### src/design/circular_buffer_deque_defines.svh
`ifndef CIRCULAR_BUFFER_DEQUE_DEFINES_SVH
`define CIRCULAR_BUFFER_DEQUE_DEFINES_SVH

// checked on every clock edge outside reset
`define CBD_ASSERT(label, prop, msg) \
  label: assert property (@(posedge clk_i) disable iff (!rst_ni) (prop)) else $error(msg);

// antecedent this cycle, consequent on the next edge
`define CBD_ASSERT_NEXT(label, ante, cons, msg) \
  label: assert property (@(posedge clk_i) disable iff (!rst_ni) (ante) |=> (cons)) \
    else $error(msg);

`endif

### src/design/cbd_pkg.sv
`default_nettype none

package cbd_pkg;

  localparam int unsigned DEPTH      = 8;
  localparam int unsigned DATA_WIDTH = 32;
  localparam int unsigned IDX_W      = (DEPTH > 1) ? $clog2(DEPTH) : 1;

  typedef logic [IDX_W-1:0]      idx_t;
  typedef logic [DATA_WIDTH-1:0] data_t;

  localparam idx_t LAST_IDX = idx_t'(DEPTH - 1);

  typedef enum logic [1:0] {
    MODE_PUSH_FRONT = 2'd0,
    MODE_PUSH_BACK  = 2'd1,
    MODE_POP_FRONT  = 2'd2,
    MODE_POP_BACK   = 2'd3
  } mode_e;

  typedef enum logic [1:0] {
    STAT_OK        = 2'd0,
    STAT_OVERFLOW  = 2'd1,
    STAT_UNDERFLOW = 2'd2
  } status_e;

  typedef struct packed {
    mode_e              mode;
    logic signed [31:0] value;
  } in_item_t;

  typedef struct packed {
    status_e            status;
    logic signed [31:0] popped;
    logic signed [31:0] head_value;
    logic signed [31:0] tail_value;
    logic               is_empty;
    logic               is_full;
  } out_item_t;

  typedef struct packed {
    logic  we;
    idx_t  waddr;
    data_t wdata;
    logic  re;
    idx_t  raddr;
  } mem_req_t;

  function automatic idx_t idx_inc(idx_t i);
    return (i == LAST_IDX) ? '0 : idx_t'(i + idx_t'(1));
  endfunction

  function automatic idx_t idx_dec(idx_t i);
    return (i == '0) ? LAST_IDX : idx_t'(i - idx_t'(1));
  endfunction

  function automatic logic signed [31:0] widen(data_t d);
    logic signed [63:0] ext;
    ext = 64'(signed'(d));
    return ext[31:0];
  endfunction

  function automatic data_t narrow(logic signed [31:0] v);
    logic signed [63:0] ext;
    ext = 64'(v);
    return ext[DATA_WIDTH-1:0];
  endfunction

endpackage

`default_nettype wire

### src/design/cbd_mem.sv
`default_nettype none

module cbd_mem
  import cbd_pkg::*;
(
  input  wire logic     clk_i,
  input  wire mem_req_t req_i,
  output data_t         rdata_o
);

  data_t mem_q [DEPTH];
  data_t rdata_q;

  always_ff @(posedge clk_i) begin
    if (req_i.we) begin
      mem_q[req_i.waddr] <= req_i.wdata;
    end
    if (req_i.re) begin
      rdata_q <= mem_q[req_i.raddr];
    end
  end

  assign rdata_o = rdata_q;

endmodule

`default_nettype wire

### src/design/circular_buffer_deque.sv
// Fixed-capacity double-ended queue over a circular slot RAM. Each input item is one of
// push front, push back, pop front or pop back, and yields exactly one result item with the
// status, the popped element, the front and back elements and the empty and full flags after
// the operation. Items are handled one at a time. Pushes, overflows, underflows and a pop of
// the last element load the result register directly; any other pop first reads the new
// front or back element from the single-port-read slot RAM, whose read data is registered,
// and then loads the result. Front and back elements are cached in registers, so
// only that one read is ever needed. The result sits in an output register, and the next item
// is accepted in the cycle that result is taken. The slot RAM needs no clearing after reset.
`default_nettype none

`include "circular_buffer_deque_defines.svh"

module circular_buffer_deque
  import cbd_pkg::*;
(
  input  wire logic      clk_i,
  input  wire logic      rst_ni,
  input  wire logic      in_valid_i,
  output logic           in_ready_o,
  input  wire in_item_t  in_item_i,
  output logic           out_valid_o,
  input  wire logic      out_ready_i,
  output out_item_t      out_item_o
);

  typedef enum logic [1:0] {
    ST_IDLE = 2'b01,
    ST_READ = 2'b10
  } state_e;

  state_e    state_q, state_d;
  idx_t      head_q, head_d;
  idx_t      tail_q, tail_d;
  logic      empty_q, empty_d;
  data_t     hval_q, hval_d;
  data_t     tval_q, tval_d;
  data_t     popped_q, popped_d;
  logic      front_q, front_d;
  logic      out_valid_q, out_valid_d;
  out_item_t out_item_q, out_item_d;

  logic      in_fire;
  logic      out_load;
  logic      full_q;
  logic      full_d;
  logic      is_push;
  status_e   status_d;
  data_t     push_val;
  mem_req_t  mem_req;
  data_t     mem_rdata;

  cbd_mem u_mem (
    .clk_i   (clk_i),
    .req_i   (mem_req),
    .rdata_o (mem_rdata)
  );

  assign in_ready_o = (state_q == ST_IDLE) && (!out_valid_q || out_ready_i);
  assign in_fire    = in_valid_i && in_ready_o;
  assign full_q     = !empty_q && (idx_inc(tail_q) == head_q);
  assign is_push    = (in_item_i.mode == MODE_PUSH_FRONT) || (in_item_i.mode == MODE_PUSH_BACK);
  assign push_val   = narrow(in_item_i.value);

  always_comb begin
    state_d  = state_q;
    head_d   = head_q;
    tail_d   = tail_q;
    empty_d  = empty_q;
    hval_d   = hval_q;
    tval_d   = tval_q;
    popped_d = '0;
    front_d  = front_q;
    status_d = STAT_OK;
    out_load = 1'b0;
    mem_req  = '0;
    case (state_q)
      ST_IDLE: begin
        if (in_fire) begin
          if (is_push) begin
            out_load = 1'b1;
            if (empty_q) begin
              head_d        = '0;
              tail_d        = '0;
              empty_d       = 1'b0;
              hval_d        = push_val;
              tval_d        = push_val;
              mem_req.we    = 1'b1;
              mem_req.waddr = '0;
              mem_req.wdata = push_val;
            end else if (full_q) begin
              status_d = STAT_OVERFLOW;
            end else if (in_item_i.mode == MODE_PUSH_FRONT) begin
              head_d        = idx_dec(head_q);
              hval_d        = push_val;
              mem_req.we    = 1'b1;
              mem_req.waddr = head_d;
              mem_req.wdata = push_val;
            end else begin
              tail_d        = idx_inc(tail_q);
              tval_d        = push_val;
              mem_req.we    = 1'b1;
              mem_req.waddr = tail_d;
              mem_req.wdata = push_val;
            end
          end else if (empty_q) begin
            status_d = STAT_UNDERFLOW;
            out_load = 1'b1;
          end else if (head_q == tail_q) begin
            popped_d = hval_q;
            head_d   = '0;
            tail_d   = '0;
            empty_d  = 1'b1;
            out_load = 1'b1;
          end else if (in_item_i.mode == MODE_POP_FRONT) begin
            popped_d      = hval_q;
            head_d        = idx_inc(head_q);
            front_d       = 1'b1;
            mem_req.re    = 1'b1;
            mem_req.raddr = head_d;
            state_d       = ST_READ;
          end else begin
            popped_d      = tval_q;
            tail_d        = idx_dec(tail_q);
            front_d       = 1'b0;
            mem_req.re    = 1'b1;
            mem_req.raddr = tail_d;
            state_d       = ST_READ;
          end
        end
      end
      ST_READ: begin
        popped_d = popped_q;
        if (front_q) begin
          hval_d = mem_rdata;
        end else begin
          tval_d = mem_rdata;
        end
        out_load = 1'b1;
        state_d  = ST_IDLE;
      end
      default: begin
        state_d = ST_IDLE;
      end
    endcase
  end

  assign full_d = !empty_d && (idx_inc(tail_d) == head_d);

  always_comb begin
    out_item_d.status     = status_d;
    out_item_d.popped     = widen(popped_d);
    out_item_d.head_value = empty_d ? '0 : widen(hval_d);
    out_item_d.tail_value = empty_d ? '0 : widen(tval_d);
    out_item_d.is_empty   = empty_d;
    out_item_d.is_full    = full_d;
  end

  assign out_valid_d = out_load || (out_valid_q && !out_ready_i);

  always_ff @(posedge clk_i or negedge rst_ni) begin
    if (!rst_ni) begin
      state_q     <= ST_IDLE;
      head_q      <= '0;
      tail_q      <= '0;
      empty_q     <= 1'b1;
      front_q     <= 1'b0;
      out_valid_q <= 1'b0;
    end else begin
      state_q     <= state_d;
      head_q      <= head_d;
      tail_q      <= tail_d;
      empty_q     <= empty_d;
      front_q     <= front_d;
      out_valid_q <= out_valid_d;
    end
  end

  always_ff @(posedge clk_i) begin
    hval_q   <= hval_d;
    tval_q   <= tval_d;
    popped_q <= popped_d;
    if (out_load) begin
      out_item_q <= out_item_d;
    end
  end

  assign out_valid_o = out_valid_q;
  assign out_item_o  = out_item_q;

  `CBD_ASSERT(a_read_out_free, (state_q == ST_READ) |-> !out_valid_q,
    "result register busy while a pop read is pending")
  `CBD_ASSERT_NEXT(a_read_one_cycle, state_q == ST_READ, state_q == ST_IDLE,
    "pop read lasted more than one cycle")
  `CBD_ASSERT(a_empty_idx_zero, empty_q |-> (head_q == '0 && tail_q == '0),
    "empty deque with nonzero indices")
  `CBD_ASSERT(a_no_rw_overlap, !(mem_req.we && mem_req.re),
    "slot write and read in the same cycle")

endmodule

`default_nettype wire
### config.mk
export PLATFORM = sky130hd
export DESIGN_NAME = circular_buffer_deque
export DESIGN_NICKNAME = d
export VERILOG_FILES = /design/src/design/cbd_pkg.sv /design/src/design/cbd_mem.sv /design/src/design/circular_buffer_deque.sv
export VERILOG_INCLUDE_DIRS = /design/src /design/src/design
export SDC_FILE = /design/constraint.sdc
export NUM_CORES = 1
export LEC_CHECK = 0
export BUFFER_PORTS_ARGS = -buffer_cell sky130_fd_sc_hd__buf_4
export CAP_MARGIN = 10
export CORE_MARGIN = 8
export CORE_UTILIZATION = 35
export CTS_BUF_LIST = sky130_fd_sc_hd__clkbuf_8 sky130_fd_sc_hd__clkbuf_16
export DETAILED_ROUTE_END_ITERATION = 8
export SYNTH_ARGS = -nofsm -noshare
export SYNTH_HDL_FRONTEND = slang
export SYNTH_HIERARCHICAL = 1
export SYNTH_SLANG_ARGS = --single-unit
### constraint.sdc
create_clock -name clk_i -period 7.7 [get_ports clk_i]
set_input_delay 0.385 -clock clk_i [delete_from_list [all_inputs] [get_ports clk_i]]
set_output_delay 0.385 -clock clk_i [all_outputs]
set_load 0.01 [all_outputs]
**Yosys cells after proc, flatten, opt, wreduce, memory -nomap -nowiden**

Memory sizes are Yosys's and may differ from the RTL's. A register that Yosys moved wholly into a read port is not among the register bits.
Index checks and enable logic that the tools add are counted.
Widths: inputs -> output; s select.

- Add/sub/neg operators: 5
- $mul: 0
- Divide/modulo/power cells: 0
- Order comparisons: 0
- Eq/ne operators: 14
- Shift-type cells: 0
- Mux-type cells: 73
- Bitwise operators: 3
- Reductions and logical operators: 18

Operators by type and width:

| cell | count |
|---|---|
| $mux 32 | 17 |
| $pmux 32 s2 | 3 |
| $mux 36 | 3 |
| $mux 40 | 2 |
| $mux 3 | 24 |
| $mux 35 | 1 |
| $mux 2 | 7 |
| $mux 1 | 12 |
| $mux 4 | 3 |
| $add 3x1->3 const B | 3 |
| $eq 3x3->1 | 3 |
| $eq 3x3->1 const B | 3 |
| $ne 2x2->1 const B | 4 |
| $logic_not 3->1 | 2 |
| $sub 3x1->3 const B | 2 |
| $logic_and 1x1->1 | 5 |
| $reduce_and 5->1 | 1 |
| $eq 2x1->1 const B | 2 |
| $eq 2x2->1 const B | 2 |
| $logic_not 1->1 | 4 |
| $reduce_and 4->1 | 1 |
| $logic_or 1x1->1 | 3 |
| $not 1->1 | 3 |
| $logic_not 2->1 | 1 |
| other kinds (2) | 2 |

- Bits in registers: 207
- Bits in latches: 0
- Memory bits (writable): 256
- Memory bits (read-only): 0
- Input port bits: 38
- Output and inout port bits: 102
- Logic and storage cells: 129
- Memories kept: 1

Memory list:

| name | depth | width | rd ports | clocked after Yosys merged registers in | write ports | RTL line | source |
|---|---|---|---|---|---|---|---|
| u_mem.mem_q | 8 | 32 | 1 | 1 | 1 | cbd_mem.sv:11 | `data_t mem_q [DEPTH];` |

**Longest topological paths before layout**

Gate-level depths: netlist (run 1).

- Depth in word-level cells: 13
- Depth in mapped cells: 18
- Gate-level depth less buffers: 16

**Modules after synthesis**

The synthesis (run 1) kept the hierarchy.

By module, submodules not included:

| module | instances | cells an instance | area an instance (um^2) | seq. area each (um^2) |
|---|---|---|---|---|
| cbd_mem | 1 | 415 | 10786.6 | 8648.3 |
| circular_buffer_deque | 1 | 1001 | 9834.4 | 5202.5 |

**Least setup slack after synthesis (run 1)**

Ideal clock, no wire load.

- Path type: register to register
- Start point: register state_q[0]
- End point: register out_item_q, in the netlist out_item_o[0], enable pin
- Setup time: 560 ps
- Arrival: 5666 ps
- Data required time: 7140 ps
- Path slack: 1475 ps
- Stages on the path, launching flop included: 7
- Path buffers: 3
- Clock period less this slack: 6225 ps
- Cell sequence: dfstp_2 inv_1 ha_1 clkbuf_1 buf_1 clkbuf_1 nor2_1

- Cells in the longest elaborated chain, start to end: 5
- Elaborated cells between the ends (all ways): 6
- Classes of those cells: 2 x eq/ne; 2 x mux; 2 x reduce/logical

RTL lines:

| element | RTL line | source |
|---|---|---|
| start, declared | circular_buffer_deque.sv:32 | `state_e state_q, state_d;` |
| start signal, assigned | circular_buffer_deque.sv:170 | `state_q <= state_d;` |
| $eq 2x1->1 | circular_buffer_deque.sv:59, circular_buffer_deque.sv:77 |  |
| $logic_and 1x1->1 | circular_buffer_deque.sv:59 | `assign in_ready_o = (state_q == ST_IDLE) && (!out_valid_q \|\| out_ready_i);` |
| $logic_and 1x1->1 | circular_buffer_deque.sv:60 | `assign in_fire = in_valid_i && in_ready_o;` |
| $mux 1 | circular_buffer_deque.sv:79 | `if (in_fire) begin` |
| $pmux 1 s2 * | circular_buffer_deque.sv:77 | `case (state_q)` |
| via out_load | circular_buffer_deque.sv:44 | `logic out_load;` |
| end signal, assigned | circular_buffer_deque.sv:184 | `out_item_q <= out_item_d;` |
| end, declared | circular_buffer_deque.sv:41 | `out_item_t out_item_q, out_item_d;` |

The timed path passes the listed nets; every way through them passes the cells marked *.
A chain may end at the register's enable or synchronous reset.

==> results of run 1 <==
registers in the layout, summed over array words and instances, names as in the netlist:
register and flops:
empty_q 1, front_q 1, head_q 3, hval_q 32
out_item_o 100, out_valid_o 1, popped_q 32, state_q 2
tail_q 3, tval_q 32, u_mem/mem_q 256, u_mem/rdata_o 32
report_power, final:
part / internal (W) / switching [W]
Sequential: 0.00348 / 0.000292
Combinational: 0.00105 / 0.00175
Clock: 0.00129 / 0.000936
area by class of cell:
class                      count  area [um2]
antenna                        1        2.50
clock buffer                  56        1300
clock inverter                26         196
fill                        5313       34800
inverter                      72         270
multi-input combinational    746        6090
sequential                   495       13900
tap                          773         967
timing repair buffer         160        1200
kinds of logic after synthesis:
group           synth area share
simple gates              0.0900
fa+ha+maj                0.00728
xor+xnor                 0.00376
flops                      0.672
compound gates            0.0918
mux                       0.0967
buf+inv                   0.0388
Yosys cell counts (all sizes together), types with 32 or more instances:
master,count
buf,33
nand2,82
edfxtp,388
mux2,34
inv,72
a21oi,109
clkbuf,70
dfxtp,96
nor2,91
mux4,64
nor2b,39
and3,34
o21ai,45
nand3b,32
critical path, delay by kind of cell, from the launching register on:
family,cells,cell delay (ns)
adder cells (fa/ha/maj),1,0.25
flip-flops,1,0.53
buffers and inverters,1,0.86
multiplexers,2,0.94
AND/OR/NAND/NOR,4,1.58
through the flow:
| stage | utilization | power, W | cells | setup WS [ns] |
|---|---|---|---|---|
| floorplan | - | 0.00565 | 1416 | 1.47 |
| global placement | 0.381 | 0.00657 | 2245 | 3.38 |
| detailed placement | 0.381 | 0.00662 | 2245 | 3.24 |
| CTS | 0.407 | 0.00886 | 2328 | 3.20 |
| global route | 0.407 | 0.00924 | 2329 | 2.95 |
| finish | 0.407 | 0.00880 | 2329 | 3.24 |
how the worst max path moves through the flow:
stage | startpoint | endpoint | slack, ns | cells after the start
3_5_place_dp | state_q[0] | u_mem/rdata_o[7] | 3.24 | 8
4_1_cts | state_q[0] | u_mem/rdata_o[27] | 3.20 | 8
3_3_place_gp | state_q[0] | u_mem/rdata_o[10] | 3.38 | 8
5_1_grt | state_q[0] | u_mem/rdata_o[14] | 2.95 | 8
2_1_floorplan | state_q[0] | out_item_o[0] | 1.47 | 6
6_report | state_q[0] | u_mem/rdata_o[14] | 3.24 | 8
per-layer routing:
layer / vias up / global-route usage
li1: 5624 / -
met1: 6313 / 0.194
met2: 442 / 0.251
met3: 105 / 0.0245
met4: 0 / 0.0512
met5: - / 0
what timing repair did:
| action | 4_1_cts | 5_1_grt |
|---|---|---|
| hold endpoints to repair | 11 | 0 |
| endpoints found under the setup margin | 0 | 0 |
| hold buffers | 1 | 0 |
| resized for setup | 0 | 0 |
==> results.yml, run 1 <==
clock_tree:
  postCtsSetupBuffers: 0
  cts_tree: "yes"
  path_clk_slew_ns: 0.07
  worst_skew_pair.late_latency_ns: 0.55
  htree_levels: 2
  cts_root_buf: "clkbuf_16"
  cts_buffers: 46
  clockBufferDepth: 3
  clkSinkCount: 495
sta:
  slew_viol_final: 0
  max_freq_mhz: 224
  finalHoldViolations: 0
  finalSetupTns_ns: 0
  fin_skew_ns: 0.0154
  slew_headroom: 0.220
  worstMarginPinSlew_ns: 1.17
  period_share: 0.579
  rsz0062_at_grt: "false"
  period_needed_ns: 4.46
  holdWs_ns: 0.123
  setup_viol_count_final: 0
drt:
  drtIter0Drc: 1252
  first_pass_iters: 8
  routed_wl_mm: 51.3
  drtAntennaViolNets: 0
  drc_errors: 0
  drt-met1-wl_mm: 21.7
  wl_met3_mm: 3.07
  dr.max_layer_used: "met4"
  dr_wl_met2_mm: 24.9
  vias: 12484
  viasPerCell: 5.36
  wire_per_inst_um: 22.0
final_layout:
  layout.nets: 1571
  design_area_um2: 23900
  area_delta_synth_final_pct: 15.8
  layout-drive-gt1-share: 0.210
  final_common_cell: "edfxtp_1"
  final_cell_mix: "edfxtp_1 (388), buf_4 (159), a21oi_1 (107), dfxtp_1 (96), inv_1 (85)"
global_route:
  grt_usage: 0.149
  grt_pass1_wl_mm: 77.6
  antenna_found_initial: 1
  grt_overflow: 0
  grt_max_degree: 103
  grt_pass1_vias: 12551
floorplan:
  die_height_um: 259
  die_w_um: 259
  start_util: 0.351
  boundaryPins: 140
  num_rows: 89
  core_region_area_um2: 58700
  dieArea_um2: 66900
logic_synthesis:
  synth-async-reset-ratio: 0.0222
  yosys_warnings: 6
  synth_seq_cells: 495
  syn_inst: 1416
  seq_area_frac_synth: 0.672
  synth.distinct_cells: 69
  yosys.area.top_type: "edfxtp_1"
  syn_area_um2: 20600
  synth.area.top_cells: "edfxtp_1 (57%), dfxtp_1 (9.3%), mux4_1 (5.1%), a21oi_1 (2.6%), mux4_2 (2.6%)"
  synth_edf_count: 388
  synth_top_area_frac: 0.565
  synth_ff_type: "edfxtp_1"
  syn_nets: 1466
  avgSynthCellArea_um2: 14.6
critical_path:
  startpoint_type: "register"
  r2r_cells: 8
  endpoint_kind: "register"
  crit_fanout: 54
  crit_path_top_delay_cell: "buf_4"
  rr_startpoint: "state_q[0]"
  path_cells: "ha_1 -> and2_0 -> and2_2 -> nand3_1 -> nor2_4 -> buf_4 -> mux4_1 -> mux2_2"
  path_class: "register to register"
  cp.required_ns: 7.99
  critPathArrivalTime_ns: 4.75
  slowest_delay_ns: 0.86
  reg2reg_slack_ns: 3.24
  r2r-end: "u_mem/rdata_o[14]"
power_and_ir_drop:
  powerDensity_nw_per_um2: 368
  vdd.ir_drop.worst_mv: 0.351
  p_leak_nw: 8.42
placed_design:
  dp_hpwl_mm: 29.6
  dpl_cell_area_um2: 22400
  io_buffers: 139
  gp_congestion: 0.868
min_path:
  holdPathEnd: "hval_q[18]"
  hold_depth: 3
  hold_class: "input pin to register"
  min_from: "in_item_i[18]"
status:
  status: "completed"
run:
  cap_violations: 0
Power figures use the tool's default switching activity.
==> inputs of run 2 (changes only) <==
--- a/config.mk
+++ b/config.mk
@@ -6,6 +6,7 @@
 export SDC_FILE = /design/constraint.sdc
 export NUM_CORES = 1
 export LEC_CHECK = 0
+export ABC_AREA = 1
 export BUFFER_PORTS_ARGS = -buffer_cell sky130_fd_sc_hd__buf_4
 export CAP_MARGIN = 10
 export CORE_MARGIN = 8
==> constraint.sdc (replaced) <==
create_clock -name clk_i -period 4.7 [get_ports clk_i]
set_input_delay 0.235 -clock clk_i [delete_from_list [all_inputs] [get_ports clk_i]]
set_output_delay 0.235 -clock clk_i [all_outputs]
set_load 0.01 [all_outputs]
==> results.yml, run 2 <==
drt:
  routed_wl_mm: 56.0
  dr.max_layer_used: "met4"
  viasPerCell: 4.73
  wire_per_inst_um: 15.9
  wl_met3_mm: 3.20
  drt-met1-wl_mm: 25.1
  drtIter0Drc: 1444
  drc_errors: 0
  drtAntennaViolNets: 0
  vias: 16678
  first_pass_iters: 5
  dr_wl_met2_mm: 26.4
logic_synthesis:
  yosys.area.top_type: "edfxtp_1"
  yosys_warnings: 6
  synth_ff_type: "edfxtp_1"
  avgSynthCellArea_um2: 9.02
  synth.area.top_cells: "edfxtp_1 (51%), nand2_1 (14%), dfxtp_1 (8.4%), inv_1 (7.3%), nand3_1 (3.1%)"
  synth_commonest_cells: "nand2_1 (866), inv_1 (447), edfxtp_1 (388), nand3_1 (140), nor2_1 (118)"
  syn_inst: 2540
  synth_seq_cells: 495
  synth-async-reset-ratio: 0.0222
  syn_area_um2: 22900
  synth_top_area_frac: 0.509
  syn_nets: 2590
  yosysMostFrequentCell: "nand2_1"
  synth.distinct_cells: 40
  seq_area_frac_synth: 0.605
  synth_edf_count: 388
critical_path:
  startpoint_type: "register"
  cp.required_ns: 5.03
  r2r_cells: 12
  slowest_delay_ns: 0.84
  r2r-end: "u_mem/rdata_o[5]"
  path_class: "register to register"
  reg2reg_slack_ns: 0.78
  critical_path.most_common_cell: "nand2_1"
  endpoint_kind: "register"
  rr_startpoint: "state_q[0]"
  critPathArrivalTime_ns: 4.24
  path_cells: "ha_2 -> inv_2 -> nor2_2 -> nand2_2 -> nor4_2 -> buf_4 -> buf_4 -> nand2_1 -> nand3_1 -> nand2_1 -> nand2_1 -> nand2_1"
  crit_fanout: 88
  crit_path_top_delay_cell: "buf_4"
clock_tree:
  holdBufCountCts: 2
  cts_root_buf: "clkbuf_16"
  path_clk_slew_ns: 0.06
  postCtsSetupBuffers: 0
  cts_tree: "yes"
  htree_levels: 2
  cts.repair.resized: 0
  worst_skew_pair.late_latency_ns: 0.58
  clockBufferDepth: 3
  clkSinkCount: 495
  cts_buffers: 48
floorplan:
  num_rows: 93
  core_region_area_um2: 64600
  die_w_um: 272
  dieArea_um2: 73900
  boundaryPins: 140
  die_height_um: 272
  start_util: 0.355
final_layout:
  final_cell_mix: "nand2_1 (865), inv_1 (459), edfxtp_1 (388), buf_4 (172), nand3_1 (140)"
  layout-drive-gt1-share: 0.117
  area_delta_synth_final_pct: 14.5
  fill_cells: 6252
  layout.nets: 2685
  max_flop_register: "u_mem/mem_q"
  final_common_cell: "nand2_1"
  antennaDiodeCount: 0
  largest_reg_flops: 256
power_and_ir_drop:
  pwr-share-clk: 0.234
  p_switching_w: 0.00626
  p_leak_nw: 12.0
  pwr-share-comb: 0.379
  power.internal_w: 0.0104
  vdd.ir_drop.worst_mv: 0.664
  powerDensity_nw_per_um2: 635
  swShare: 0.376
  p_seq_frac: 0.387
global_route:
  grt_pass1_vias: 16295
  grt_usage: 0.148
  grt_max_degree: 162
  grt_overflow: 0
  grt_pass1_wl_mm: 89.8
  antenna_found_initial: 1
sta:
  setup_viol_count_final: 0
  rsz0062_at_grt: "false"
  max_freq_mhz: 255
  period_share: 0.833
  slew_headroom: 0.322
  finalSetupTns_ns: 0
  fin_skew_ns: 0.0215
  finalHoldViolations: 0
  worstMarginPinSlew_ns: 1.02
  period_needed_ns: 3.92
  holdWs_ns: 0.0464
  slew_viol_final: 0
run:
  cap_violations: 0
placed_design:
  gp_congestion: 0.812
  dp_hpwl_mm: 35.5
  io_buffers: 139
status:
  status: "completed"
min_path:
  hold_class: "input pin to asynchronous set/reset pin"
run 2: changes by cell type in the layout (fill, tap and decap cells not counted), sizes merged, moves of 32 or more:
cell / previous run / this run
nand3b: 32 / 0
mux2: 34 / 0
and3: 34 / 0
nor2b: 39 / 0
mux4: 64 / 0
nand3: 6 / 142
nor2: 91 / 127
nand2: 82 / 877
inv: 88 / 473
o211ai: 1 / 96
run 2: worst max-delay path by stage:
stage                     from  slack [ns]  cells past startpoint                 to
CTS                 state_q[0]        0.82                     12   u_mem/rdata_o[5]
global route        state_q[0]        0.57                     12   u_mem/rdata_o[5]
detailed placement  state_q[0]        0.85                     12   u_mem/rdata_o[5]
finish              state_q[0]        0.78                     12   u_mem/rdata_o[5]
global placement    state_q[0]        0.99                     12  u_mem/rdata_o[20]
floorplan           state_q[0]        0.22                      6      out_item_o[0]
run 2: critical path, delay by kind of cell (launching register included):
family                     cells  cell delay (ns)
and+or+nand+nor                8             1.27
DFF                            1             0.53
adders and majority gates      1             0.33
buffers and inverters          3             1.45
run 2: per-layer routing:
| metal | up-vias | global-route usage |
|---|---|---|
| li1 | 8247 | - |
| met1 | 7795 | 0.195 |
| met2 | 540 | 0.251 |
| met3 | 96 | 0.0236 |
| met4 | 0 | 0.0432 |
| met5 | - | 0 |
run 2: cells by family after synthesis:
group	Yosys count	synth area share
and+or+nand+nor	1156	0.204
buffers and inverters	592	0.109
DFF	495	0.605
AOI/OAI and AO/OA	282	0.0753
adders and majority gates	12	0.00656
xor gates and xnor gates	3	0.00115
run 2: layout make-up:
type | count | area, um2 | area share
Clock inverter | 34 | 294 | 0.0112
Inverter | 461 | 1730 | 0.0660
Sequential cell | 495 | 13900 | 0.528
Multi-Input combinational cell | 1453 | 6630 | 0.253
Clock buffer | 53 | 1300 | 0.0497
Tap cell | 855 | 1070 | 0.0408
Timing Repair Buffer | 176 | 1350 | 0.0515
run 2: metrics by stage:
stage	util	total power (W)	setup WS (ns)	cell area, um2	instances
CTS	0.406	0.0168	0.825	26200	3527
global route	0.406	0.0179	0.574	26200	3527
global placement	0.381	0.0127	0.992	24600	3438
detailed placement	0.381	0.0128	0.852	24600	3438
finish	0.406	0.0167	0.785	26200	3527
floorplan	-	0.0109	0.222	22900	2540
run 2: power by group through the flow:
stage / clock [W] / sequential (W) / combinational [W]
after global routing: 0.00414 / 0.00654 / 0.00718
after detailed placement: 0 / 0.00655 / 0.00630
after floorplan: 0 / 0.00665 / 0.00420
after CTS: 0.00398 / 0.00646 / 0.00634
final: 0.00389 / 0.00645 / 0.00631
after global placement: 0 / 0.00653 / 0.00613
